--- config.mk ---
export PLATFORM = sky130hd
export DESIGN_NAME = uudecode_body_stream_core
export DESIGN_NICKNAME = d
export VERILOG_FILES = /design/src/design/uudb_pkg.sv /design/src/design/uudb_front.sv /design/src/design/uudb_fifo.sv /design/src/design/uudb_back.sv /design/src/design/uudecode_body_stream_core.sv
export SDC_FILE = /design/constraint.sdc
export NUM_CORES = 1
export LEC_CHECK = 0
export ABC_CLOCK_PERIOD_IN_PS = 7200
export BUFFER_PORTS_ARGS = -buffer_cell sky130_fd_sc_hd__buf_2
export CAP_MARGIN = 20
export CORE_MARGIN = 2
export CORE_UTILIZATION = 45
export DETAILED_ROUTE_END_ITERATION = 12
export PLACE_DENSITY = 0.67
export SETUP_SLACK_MARGIN = 0.4
export SLEW_MARGIN = 5
export SYNTH_ARGS = -nofsm -noshare
export SYNTH_HDL_FRONTEND = slang
export SYNTH_SLANG_ARGS = --single-unit
--- constraint.sdc ---
create_clock -name clk -period 7.2 [get_ports clk]
set_input_delay 1.08 -clock clk [delete_from_list [all_inputs] [get_ports clk]]
set_output_delay 1.08 -clock clk [all_outputs]
set_load 0.005 [all_outputs]
--- src/design/uudb_pkg.sv ---
// uudb_pkg: shared types and constants for the uudecode body stream core
// no dependencies

package uudb_pkg;

  localparam logic [7:0] CharLf     = 8'h0A;
  localparam logic [7:0] CharCr     = 8'h0D;
  localparam logic [5:0] CharBias   = 6'd32;
  localparam int         GroupBytes = 3;

  // one decoded group handed from the front to the back
  typedef struct packed {
    logic [GroupBytes-1:0][7:0] bytes;   // bytes[0] goes out first
    logic [GroupBytes-1:0]      lasts;   // line_last flag per byte
    logic [1:0]                 count;   // bytes to emit, 1..3
    logic                       is_end;  // single end-of-body item
  } uudb_job_t;

endpackage

--- src/design/uudb_front.sv ---
// uudb_front: accepts characters, tracks line and group state, builds jobs
// depends on uudb_pkg

module uudb_front
  import uudb_pkg::*;
(
  input  logic       clk,
  input  logic       rst,
  input  logic       in_valid,
  output logic       in_ready,
  input  logic [7:0] text_char,
  input  logic       queue_full,
  output logic       job_push,
  output uudb_job_t  job
);

  logic        at_line_start, at_line_start_next;
  logic [5:0]  bytes_left, bytes_left_next;
  logic [1:0]  group_position, group_position_next;
  logic [17:0] sextet_accumulator, sextet_accumulator_next;
  logic        body_finished, body_finished_next;

  logic        accept;
  logic [5:0]  sextet;
  logic [23:0] group;
  logic        emit;
  logic        force_last;
  logic        is_end;
  logic        job_valid;
  logic [1:0]  emit_count;

  assign in_ready = !queue_full;
  assign accept   = in_valid && in_ready;
  assign sextet   = 6'(text_char[5:0] - CharBias);

  // bytes the current group may emit
  assign emit_count = (bytes_left >= 6'd3) ? 2'd3 : bytes_left[1:0];

  // classify the character and compute the next state
  always_comb begin
    at_line_start_next      = at_line_start;
    bytes_left_next         = bytes_left;
    group_position_next     = group_position;
    sextet_accumulator_next = sextet_accumulator;
    body_finished_next      = body_finished;
    group                   = 24'd0;
    emit                    = 1'b0;
    force_last              = 1'b0;
    is_end                  = 1'b0;
    if (body_finished || text_char == CharCr) begin
      // ignored
    end else if (text_char == CharLf) begin
      if (at_line_start) begin
        is_end             = 1'b1;
        body_finished_next = 1'b1;
        at_line_start_next = 1'b0;
      end else begin
        // flush a partial group padded with zero sextets
        case (group_position)
          2'd1:    group = {sextet_accumulator[5:0], 18'd0};
          2'd2:    group = {sextet_accumulator[11:0], 12'd0};
          2'd3:    group = {sextet_accumulator, 6'd0};
          default: group = 24'd0;
        endcase
        emit                    = (group_position != 2'd0);
        force_last              = 1'b1;
        at_line_start_next      = 1'b1;
        bytes_left_next         = 6'd0;
        group_position_next     = 2'd0;
        sextet_accumulator_next = 18'd0;
      end
    end else if (at_line_start) begin
      if (sextet == 6'd0) begin
        is_end             = 1'b1;
        body_finished_next = 1'b1;
        at_line_start_next = 1'b0;
      end else begin
        bytes_left_next         = sextet;
        at_line_start_next      = 1'b0;
        group_position_next     = 2'd0;
        sextet_accumulator_next = 18'd0;
      end
    end else if (group_position == 2'd3) begin
      group                   = {sextet_accumulator, sextet};
      emit                    = 1'b1;
      bytes_left_next         = 6'(bytes_left - {4'd0, emit_count});
      group_position_next     = 2'd0;
      sextet_accumulator_next = 18'd0;
    end else begin
      sextet_accumulator_next = {sextet_accumulator[11:0], sextet};
      group_position_next     = 2'(group_position + 2'd1);
    end
  end

  // job payload
  always_comb begin
    job.is_end = is_end;
    for (int i = 0; i < GroupBytes; i++) begin
      job.bytes[i] = group[23 - 8*i -: 8];
      job.lasts[i] = emit && (emit_count == 2'(i + 1))
                     && (force_last || bytes_left == {4'd0, emit_count});
    end
    if (is_end) begin
      job.bytes = '0;
      job.lasts = '0;
      job.count = 2'd1;
    end else begin
      job.count = emit_count;
    end
  end

  assign job_valid = is_end || (emit && emit_count != 2'd0);
  assign job_push  = accept && job_valid;

  // state registers
  always_ff @(posedge clk) begin
    if (rst) begin
      at_line_start      <= 1'b1;
      bytes_left         <= 6'd0;
      group_position     <= 2'd0;
      sextet_accumulator <= 18'd0;
      body_finished      <= 1'b0;
    end else if (accept) begin
      at_line_start      <= at_line_start_next;
      bytes_left         <= bytes_left_next;
      group_position     <= group_position_next;
      sextet_accumulator <= sextet_accumulator_next;
      body_finished      <= body_finished_next;
    end
  end

endmodule

--- src/design/uudb_fifo.sv ---
// uudb_fifo: small job queue between the front and the back
// depends on uudb_pkg

module uudb_fifo
  import uudb_pkg::*;
#(
  parameter int Depth = 4
) (
  input  logic      clk,
  input  logic      rst,
  input  logic      push,
  input  uudb_job_t push_job,
  output logic      full,
  input  logic      pop,
  output logic      empty,
  output uudb_job_t head_job
);

  localparam int AddrW  = (Depth > 1) ? $clog2(Depth) : 1;
  localparam int CountW = $clog2(Depth + 1);

  uudb_job_t          entries [Depth];
  logic [AddrW-1:0]   wr_ptr;
  logic [AddrW-1:0]   rd_ptr;
  logic [CountW-1:0]  count;
  logic               do_push;
  logic               do_pop;

  assign full     = (count == CountW'(Depth));
  assign empty    = (count == '0);
  assign do_push  = push && !full;
  assign do_pop   = pop && !empty;
  assign head_job = entries[rd_ptr];

  // storage
  always_ff @(posedge clk) begin
    if (do_push) begin
      entries[wr_ptr] <= push_job;
    end
  end

  // pointers and fill count
  always_ff @(posedge clk) begin
    if (rst) begin
      wr_ptr <= '0;
      rd_ptr <= '0;
      count  <= '0;
    end else begin
      if (do_push) begin
        wr_ptr <= (wr_ptr == AddrW'(Depth - 1)) ? '0 : AddrW'(wr_ptr + 1'b1);
      end
      if (do_pop) begin
        rd_ptr <= (rd_ptr == AddrW'(Depth - 1)) ? '0 : AddrW'(rd_ptr + 1'b1);
      end
      if (do_push && !do_pop) begin
        count <= CountW'(count + 1'b1);
      end else if (do_pop && !do_push) begin
        count <= CountW'(count - 1'b1);
      end
    end
  end

endmodule

--- src/design/uudb_back.sv ---
// uudb_back: walks the bytes of each queued job into the output register
// depends on uudb_pkg

module uudb_back
  import uudb_pkg::*;
(
  input  logic       clk,
  input  logic       rst,
  input  logic       queue_empty,
  input  uudb_job_t  head_job,
  output logic       queue_pop,
  output logic       out_valid,
  input  logic       out_ready,
  output logic [7:0] data_byte,
  output logic       line_last,
  output logic       end_marker
);

  logic [1:0] byte_idx;
  logic       out_free;
  logic       load;
  logic       job_done;
  logic [7:0] sel_byte;
  logic       sel_last;

  assign out_free  = !out_valid || out_ready;
  assign load      = out_free && !queue_empty;
  assign job_done  = (byte_idx == 2'(head_job.count - 2'd1));
  assign queue_pop = load && job_done;

  // pick the current byte of the head job
  always_comb begin
    case (byte_idx)
      2'd0:    begin sel_byte = head_job.bytes[0]; sel_last = head_job.lasts[0]; end
      2'd1:    begin sel_byte = head_job.bytes[1]; sel_last = head_job.lasts[1]; end
      2'd2:    begin sel_byte = head_job.bytes[2]; sel_last = head_job.lasts[2]; end
      default: begin sel_byte = 8'd0;              sel_last = 1'b0;              end
    endcase
  end

  // byte index and output valid
  always_ff @(posedge clk) begin
    if (rst) begin
      byte_idx  <= 2'd0;
      out_valid <= 1'b0;
    end else begin
      if (load) begin
        byte_idx  <= job_done ? 2'd0 : 2'(byte_idx + 2'd1);
        out_valid <= 1'b1;
      end else if (out_ready) begin
        out_valid <= 1'b0;
      end
    end
  end

  // output payload
  always_ff @(posedge clk) begin
    if (load) begin
      data_byte  <= sel_byte;
      line_last  <= sel_last;
      end_marker <= head_job.is_end;
    end
  end

endmodule

--- src/design/uudecode_body_stream_core.sv ---
// uudecode body stream core: one encoded character per cycle in while the job queue
// has room, one decoded byte per cycle out while out_ready is high. a character
// that yields bytes is queued as a job; the single-byte output register then sends
// the job's bytes one at a time. the job queue absorbs the rate difference.
// reset is synchronous and returns to expecting a line count; after the end of
// the body all input is taken and ignored until the next reset.

module uudecode_body_stream_core
  import uudb_pkg::*;
#(
  parameter int QueueDepth = 4
) (
  input  logic       clk,
  input  logic       rst,
  input  logic       in_valid,
  output logic       in_ready,
  input  logic [7:0] text_char,
  output logic       out_valid,
  input  logic       out_ready,
  output logic [7:0] data_byte,
  output logic       line_last,
  output logic       end_marker
);

  uudb_job_t push_job;
  uudb_job_t head_job;
  logic      job_push;
  logic      queue_full;
  logic      queue_empty;
  logic      queue_pop;

  // character classification and group assembly
  uudb_front u_front (
    .clk        (clk),
    .rst        (rst),
    .in_valid   (in_valid),
    .in_ready   (in_ready),
    .text_char  (text_char),
    .queue_full (queue_full),
    .job_push   (job_push),
    .job        (push_job)
  );

  // job queue
  uudb_fifo #(
    .Depth (QueueDepth)
  ) u_fifo (
    .clk      (clk),
    .rst      (rst),
    .push     (job_push),
    .push_job (push_job),
    .full     (queue_full),
    .pop      (queue_pop),
    .empty    (queue_empty),
    .head_job (head_job)
  );

  // byte serializer
  uudb_back u_back (
    .clk         (clk),
    .rst         (rst),
    .queue_empty (queue_empty),
    .head_job    (head_job),
    .queue_pop   (queue_pop),
    .out_valid   (out_valid),
    .out_ready   (out_ready),
    .data_byte   (data_byte),
    .line_last   (line_last),
    .end_marker  (end_marker)
  );

endmodule

==> flow_metrics.env, run 1 <==
export IMPL_status="completed"
export IMPL_clockBufferDepth=2
export IMPL_initial_utilization_pct=45.7
export IMPL_cts_buffers=17
export IMPL_path_class="primary input to register"
export IMPL_finalSetupViolCount=0
export IMPL_post_drt_wl_per_cell_um=18.7
export IMPL_cts_tree="built"
export IMPL_cts_root_buffer="clkbuf_16"
export IMPL_synth_common_cells="edfxtp_1, nor2_1, dfxtp_1"
export IMPL_wirelength_um=14000
export IMPL_hold_slack_ns=0.505
export IMPL_clock_latency_ns=0.42
export IMPL_antenna_found_initial=0
export IMPL_yosys_warnings=0
export IMPL_cts_setup_buffers=0
export IMPL_die_y_um=131
export IMPL_clk_pin_slew_ns=0.06
export IMPL_r2r_end="u_fifo.count[2]"
export IMPL_core_area_um2=15800
export IMPL_top_layer_used="met4"
export IMPL_post_route_drc_count=0
export IMPL_globalplace_congestion=0.841
export IMPL_r2r_cells=11
export IMPL_yosysTopAreaCellShare_pct=53.9
export IMPL_netlist_top_cell_by_area="edfxtp_1"
export IMPL_dp_hpwl_um=8950
export IMPL_period_minus_slack_ns=3.81
export IMPL_overflow=0
export IMPL_p_sw_share_pct=21.6
export IMPL_synthMostInstantiatedCell="edfxtp_1"
export IMPL_pwr_share_clk_pct=42.7
export IMPL_cp_endpoint="u_fifo.count[2]"
export IMPL_clock_sinks=170
export IMPL_wl_met3_um=861
export IMPL_tightest_slew_ns=0.801
export IMPL_synthCells=494
export IMPL_combPwrFrac_pct=6.7
export IMPL_post_synth_cell_area_avg_um2=14.6
export IMPL_wl_met1_um=6270
export IMPL_cp_arrival_ns=4.15
export IMPL_synth_edf_count=130
export IMPL_vias=4233
export IMPL_p_leak_uw=0.00265
export IMPL_grt_max_degree=41
export IMPL_ios=24
export IMPL_hold_viol=0
export IMPL_p_seq_share_pct=50.7
export IMPL_p_int_uw=1670
export IMPL_die_area_um2=17100
export IMPL_required_ns=7.54
export IMPL_switchingPower_uw=459
export IMPL_wl_met2_um=6700
export IMPL_async_flop_share_pct=0
export IMPL_cts_hold_buf=0
export IMPL_drive_above_1_share_pct=20.0
export IMPL_synth_area_top_cells="edfxtp_1, dfxtp_1, mux4_2"
export IMPL_min_period_over_period_pct=52.9
export IMPL_final_antenna_net_count=0
export IMPL_rsz0062_at_grt="no"
export IMPL_max_freq_mhz=262
export IMPL_postCtsResizedCells=0
export IMPL_grtUsageTotal_pct=17.6
export IMPL_die_w_um=131
export IMPL_num_rows=46
export IMPL_instances_no_fill=746
export IMPL_cellPowerDensity_nw_per_um2=260
export IMPL_synthDistinctLibCells=52
export IMPL_cp_start_kind="primary input"
export IMPL_syn_nets=523
export IMPL_maxSlewHeadroom_pct=46.6
export IMPL_synth_ff_type="edfxtp_1"
export IMPL_r2r_slack_ns=3.86
export IMPL_nets=546
export IMPL_dp_cells=713
export IMPL_synth_seq_cells=170
export IMPL_maxSlewViolCount=0
export IMPL_nFillCells=1330
export IMPL_htreeDepth=4
export IMPL_fin_skew_ns=0.00918
export IMPL_tns_ns=0
export IMPL_drt_initial_drc_count=427
export IMPL_first_pass_iters=5
export IMPL_grt_pass1_wl_um=22100
export IMPL_area_growth_pct=13.0
export IMPL_cp_end_kind="register"
export IMPL_io_buffers=23
export IMPL_startpoint="text_char[5]"
export IMPL_via_per_inst=5.67
export IMPL_hp_start="u_front.group_position[0]"
export IMPL_grt_pass1_vias=4061
export IMPL_syn_cell_area_um2=7240
export IMPL_cap_violations=0
export IMPL_hold_class="register to register"
export IMPL_cp_max_fo=12
export IMPL_ir_drop_v=0.000147
export IMPL_synth_seq_area_share_pct=65.0
export IMPL_n_antenna_cell=0
[power by group through the flow]
| stage | clock network, uW | logic (uW) | registers (uW) |
|---|---|---|---|
| after floorplan | 0 | 102 | 1100 |
| after global placement | 0 | 139 | 1100 |
| after detailed placement | 0 | 141 | 1100 |
| after CTS | 928 | 142 | 1080 |
| after global routing | 965 | 158 | 1080 |
| final | 908 | 142 | 1080 |
[routing by layer]
metal | up-vias | track usage (%)
li1 | 1966 | -
met3 | 13 | 4.40
met1 | 2109 | 24.5
met5 | - | 0
met4 | 0 | 5.63
met2 | 145 | 27.5
[state kept, by name, indices dropped and copies added (netlist names), named ones only]
| register | flops |
|---|---|
| u_front.sextet_accumulator | 18 |
| u_back.end_marker | 1 |
| u_fifo.count | 3 |
| u_front.at_line_start | 1 |
| u_back.out_valid | 1 |
| u_front.bytes_left | 6 |
| u_front.body_finished | 1 |
| u_fifo.entries | 120 |
| u_back.line_last | 1 |
| u_back.byte_idx | 2 |
| u_back.data_byte | 8 |
| u_fifo.wr_ptr | 2 |
| u_front.group_position | 2 |
| u_fifo.rd_ptr | 2 |
[layout make-up]
type                    instances  area, um2  share of cell area, %
clock buffers                  17        425                   5.20
clock inverters                15        174                   2.13
inverters                      14       52.6                  0.643
multi-input cells             283       2360                   28.9
flip-flops and latches        170       4710                   57.6
well taps                     216        270                   3.31
repair buffers                 31        183                   2.23
[worst max-delay path, stage by stage]
cell and delay (ns):
buf_2 0.14, nor4b_4 0.48, and3_1 0.52, a22oi_1 0.23
o32a_4 0.38, inv_2 0.08, ha_1 0.17, inv_1 0.06
fa_1 0.38, xor2_1 0.18, or3_1 0.30, a21oi_1 0.14
[kinds of logic (layout without fill, tap and decap cells)]
kind of cell	after synthesis	in the layout	share of synthesized area [%]
and+or+nand+nor	127	127	8.99
buffers and inverters	41	77	2.33
AOI/OAI and AO/OA	97	97	9.58
muxes	37	37	10.4
adders and majority gates	17	17	3.04
xor gates and xnor gates	5	5	0.605
DFF	170	170	65.0
[per-stage QoR]
step,instance area (um2),setup WS [ns],utilization (%),power [uW]
2_1_floorplan,7240,3.69,-,1200
3_3_place_gp,7560,3.09,47.8,1240
3_5_place_dp,7560,2.97,47.8,1240
4_1_cts,8160,3.41,51.6,2150
5_1_grt,8180,3.15,51.7,2200
6_report,8180,3.39,51.7,2130
[worst min path at each step]
stage	to	slack, ns	cells past startpoint
after floorplan	u_front.group_position[1]	0.46	2
after global placement	u_front.group_position[1]	0.48	2
after detailed placement	u_front.group_position[0]	0.49	2
after CTS	u_front.group_position[0]	0.50	2
after global routing	u_front.group_position[0]	0.53	2
final	u_front.group_position[0]	0.50	2
[layout by cell type, fill, tap and decap left out, types with 4 or more instances in the layout]
| cell | instances |
|---|---|
| edfxtp_1 | 130 |
| mux4_2 | 30 |
| dfxtp_1 | 38 |
| a21oi_1 | 30 |
| a32oi_1 | 6 |
| nor3_1 | 8 |
| buf_2 | 23 |
| mux2i_1 | 4 |
| clkbuf_16 | 17 |
| nand3_1 | 7 |
| clkinv_4 | 4 |
| and2_1 | 6 |
| xor2_1 | 4 |
| nor2_1 | 44 |
| and3_1 | 16 |
| nand2_1 | 26 |
| inv_1 | 13 |
| buf_4 | 7 |
| a22oi_1 | 35 |
| ha_1 | 16 |
| o21ai_0 | 11 |
Note: power is estimated with default switching activity, not from simulation.
==> inputs of run 2 (changes only) <==
--- a/config.mk
+++ b/config.mk
@@ -5,13 +5,14 @@
 export SDC_FILE = /design/constraint.sdc
 export NUM_CORES = 1
 export LEC_CHECK = 0
-export ABC_CLOCK_PERIOD_IN_PS = 7200
+export ABC_AREA = 1
+export ABC_CLOCK_PERIOD_IN_PS = 3240
 export BUFFER_PORTS_ARGS = -buffer_cell sky130_fd_sc_hd__buf_2
 export CAP_MARGIN = 20
 export CORE_MARGIN = 2
 export CORE_UTILIZATION = 45
 export DETAILED_ROUTE_END_ITERATION = 12
-export PLACE_DENSITY = 0.67
+export PLACE_DENSITY = 0.69
 export SETUP_SLACK_MARGIN = 0.4
 export SLEW_MARGIN = 5
 export SYNTH_ARGS = -nofsm -noshare
==> constraint.sdc (replaced) <==
create_clock -name clk -period 3.24 [get_ports clk]
set_input_delay 0.486 -clock clk [delete_from_list [all_inputs] [get_ports clk]]
set_output_delay 0.486 -clock clk [all_outputs]
set_load 0.005 [all_outputs]
==> run 2 against run 1 <==
Against the previous run: cell area increased by 4.8%; cell count increased by 38%; largest power group unchanged; area after synthesis increased by 5.1%; synthesized cell count increased by 57%; routed wire length increased by 17%; first-iteration DRC count increased by 40%; highest routed layer unchanged; largest cell class unchanged; critical path type is now register to register.
==> flow_metrics.env, run 2 <==
export IMPL_status="completed"
export IMPL_cts_buffers=17
export IMPL_drt_initial_drc_count=597
export IMPL_clock_latency_ns=0.43
export IMPL_io_buffers=23
export IMPL_grt_pass1_wl_um=25600
export IMPL_fin_area_um2=8560
export IMPL_rsz0062_at_grt="no"
export IMPL_maxSlewViolCount=0
export IMPL_cts_setup_buffers=0
export IMPL_clockBufferDepth=2
export IMPL_ios=24
export IMPL_layout_common_cells="nand2_1, edfxtp_1, nor2_1"
export IMPL_initial_utilization_pct=46.0
export IMPL_synth_common_cells="nand2_1, edfxtp_1, nor2_1"
export IMPL_yosysTopAreaCellShare_pct=51.3
export IMPL_area_growth_pct=12.6
export IMPL_post_drt_wl_per_cell_um=15.9
export IMPL_die_y_um=134
export IMPL_synth_area_top_cells="edfxtp_1, dfxtp_1, nand2_1"
export IMPL_syn_cell_area_um2=7610
export IMPL_netlist_top_cell_by_area="edfxtp_1"
export IMPL_largest_reg_flops=120
export IMPL_overflow=0
export IMPL_path_class="register to register"
export IMPL_finalSetupViolCount=0
export IMPL_synthDistinctLibCells=34
export IMPL_cp_arrival_ns=2.69
export IMPL_postCtsResizedCells=0
export IMPL_clk_pin_slew_ns=0.06
export IMPL_cp_end_kind="register"
export IMPL_vias=5481
export IMPL_n_antenna_cell=0
export IMPL_final_common_cell="nand2_1"
export IMPL_nFillCells=1458
export IMPL_grtUsageTotal_pct=18.8
export IMPL_hold_class="primary input to register"
export IMPL_ir_drop_v=0.000426
export IMPL_cts_tree="built"
export IMPL_min_period_over_period_pct=73.3
export IMPL_synthMostInstantiatedCell="nand2_1"
export IMPL_syn_nets=807
export IMPL_core_area_um2=16500
export IMPL_synth_seq_area_share_pct=61.9
export IMPL_first_pass_iters=5
export IMPL_dp_cells=999
export IMPL_cp_top_family="simple AND/OR/NAND/NOR gates"
export IMPL_dp_hpwl_um=10300
export IMPL_nets=828
export IMPL_final_antenna_net_count=0
export IMPL_largestRegisters="u_fifo.entries: 120 flops, u_front.sextet_accumulator: 18 flops, u_back.data_byte: 8 flops"
export IMPL_maxSlewHeadroom_pct=42.4
export IMPL_cp_max_fo=16
export IMPL_globalplace_congestion=0.845
export IMPL_r2r_slack_ns=0.87
export IMPL_yosys_warnings=0
export IMPL_instances_no_fill=1032
export IMPL_cp_start_kind="register"
export IMPL_synth_ff_type="edfxtp_1"
export IMPL_die_area_um2=18000
export IMPL_grt_pass1_vias=4957
export IMPL_async_flop_share_pct=0
export IMPL_synthCells=778
export IMPL_synth_edf_count=130
export IMPL_drive_above_1_share_pct=11.2
export IMPL_cpMaxStageDelayCell="fa_1"
export IMPL_num_rows=47
export IMPL_post_route_drc_count=0
export IMPL_wirelength_um=16400
export IMPL_required_ns=3.55
export IMPL_period_minus_slack_ns=2.37
export IMPL_tightest_slew_ns=0.863
export IMPL_place_area_um2=7950
export IMPL_cts_root_buffer="clkbuf_16"
export IMPL_max_freq_mhz=421
export IMPL_synth_seq_cells=170
export IMPL_crit_top_cell="nand3_1"
export IMPL_post_synth_cell_area_avg_um2=9.78
export IMPL_die_w_um=134
export IMPL_p_leak_uw=0.00323
export IMPL_hold_viol=0
export IMPL_cellPowerDensity_nw_per_um2=732
export IMPL_path_cells="buf_4 > inv_1 > nand3_1 > nand2_1 > nand2_1 > nand3_1 > nand3_1 > ha_1 > inv_1 > fa_1 > a21oi_1 > o21ai_0 > o21ai_0 > a21oi_1"
export IMPL_clock_sinks=170
export IMPL_cpPeakStageDelay_ns=0.38
export IMPL_cap_violations=0
export IMPL_tns_ns=0
export IMPL_path_buf_inv=3
export IMPL_htreeDepth=4
export IMPL_antenna_found_initial=0
export IMPL_grt_max_degree=57
export IMPL_via_per_inst=5.31
export IMPL_fin_skew_ns=0.00805
export IMPL_cts_hold_buf=0
export IMPL_regMostFlops="u_fifo.entries"
==> run 2: worst paths after layout <==
check	to	from	cells past startpoint
min reg2reg	u_front.sextet_accumulator[16]	u_front.sextet_accumulator[16]	2
min	u_front.sextet_accumulator[4]	text_char[4]	3
max reg2reg	u_fifo.count[2]	register	14
max	u_fifo.count[2]	register	14
==> run 2: cell families after synthesis <==
family                     after synthesis  synth area share [%]
buffers and inverters                  103                  5.92
adders and majority gates               17                  2.90
and+or+nand+nor                        337                  18.4
DFF                                    170                  61.9
AOI/OAI and AO/OA                      151                  11.0
==> run 2: layout make-up <==
type	instances	area, um2	share of cell area (%)
inverter	67	251	2.94
multi-input combinational	505	2500	29.1
clock inverter	13	175	2.05
tap	220	275	3.21
clock buffer	19	433	5.05
sequential	170	4710	54.9
timing repair buffer	38	228	2.66
==> run 2: routing by layer <==
layer  global-route usage (%)  routed length [um]  up-vias
met4                     4.91                 152        0
met1                     26.4                7670     2582
met2                     28.7                7460      176
met3                     5.44                1150       20
li1                         -                   -     2703
met5                        0                   0        -
==> run 2: through the flow <==
stage	hold slack, ns	utilization [%]	total power (uW)	worst slack, ns
after floorplan	0.454	-	3790	0.126
after global placement	0.466	48.1	4190	0.654
after detailed placement	0.472	48.1	4220	0.647
after CTS	0.335	51.8	6290	0.859
after global routing	0.337	51.8	6640	0.553
final	0.338	51.8	6270	0.866
==> run 2: where the power goes <==
group	internal, uW	leakage, uW	switching [uW]	total, uW
clock network	1280	0.000301	798	2080
registers	2540	0.00148	93.8	2640
logic	509	0.00145	1040	1550
total	4340	0.00323	1930	6270
==> run 2: worst min-delay path, cell delays in order <==
cell     delay, ns
buf_2         0.12
nand2_1       0.06
a21oi_1       0.05
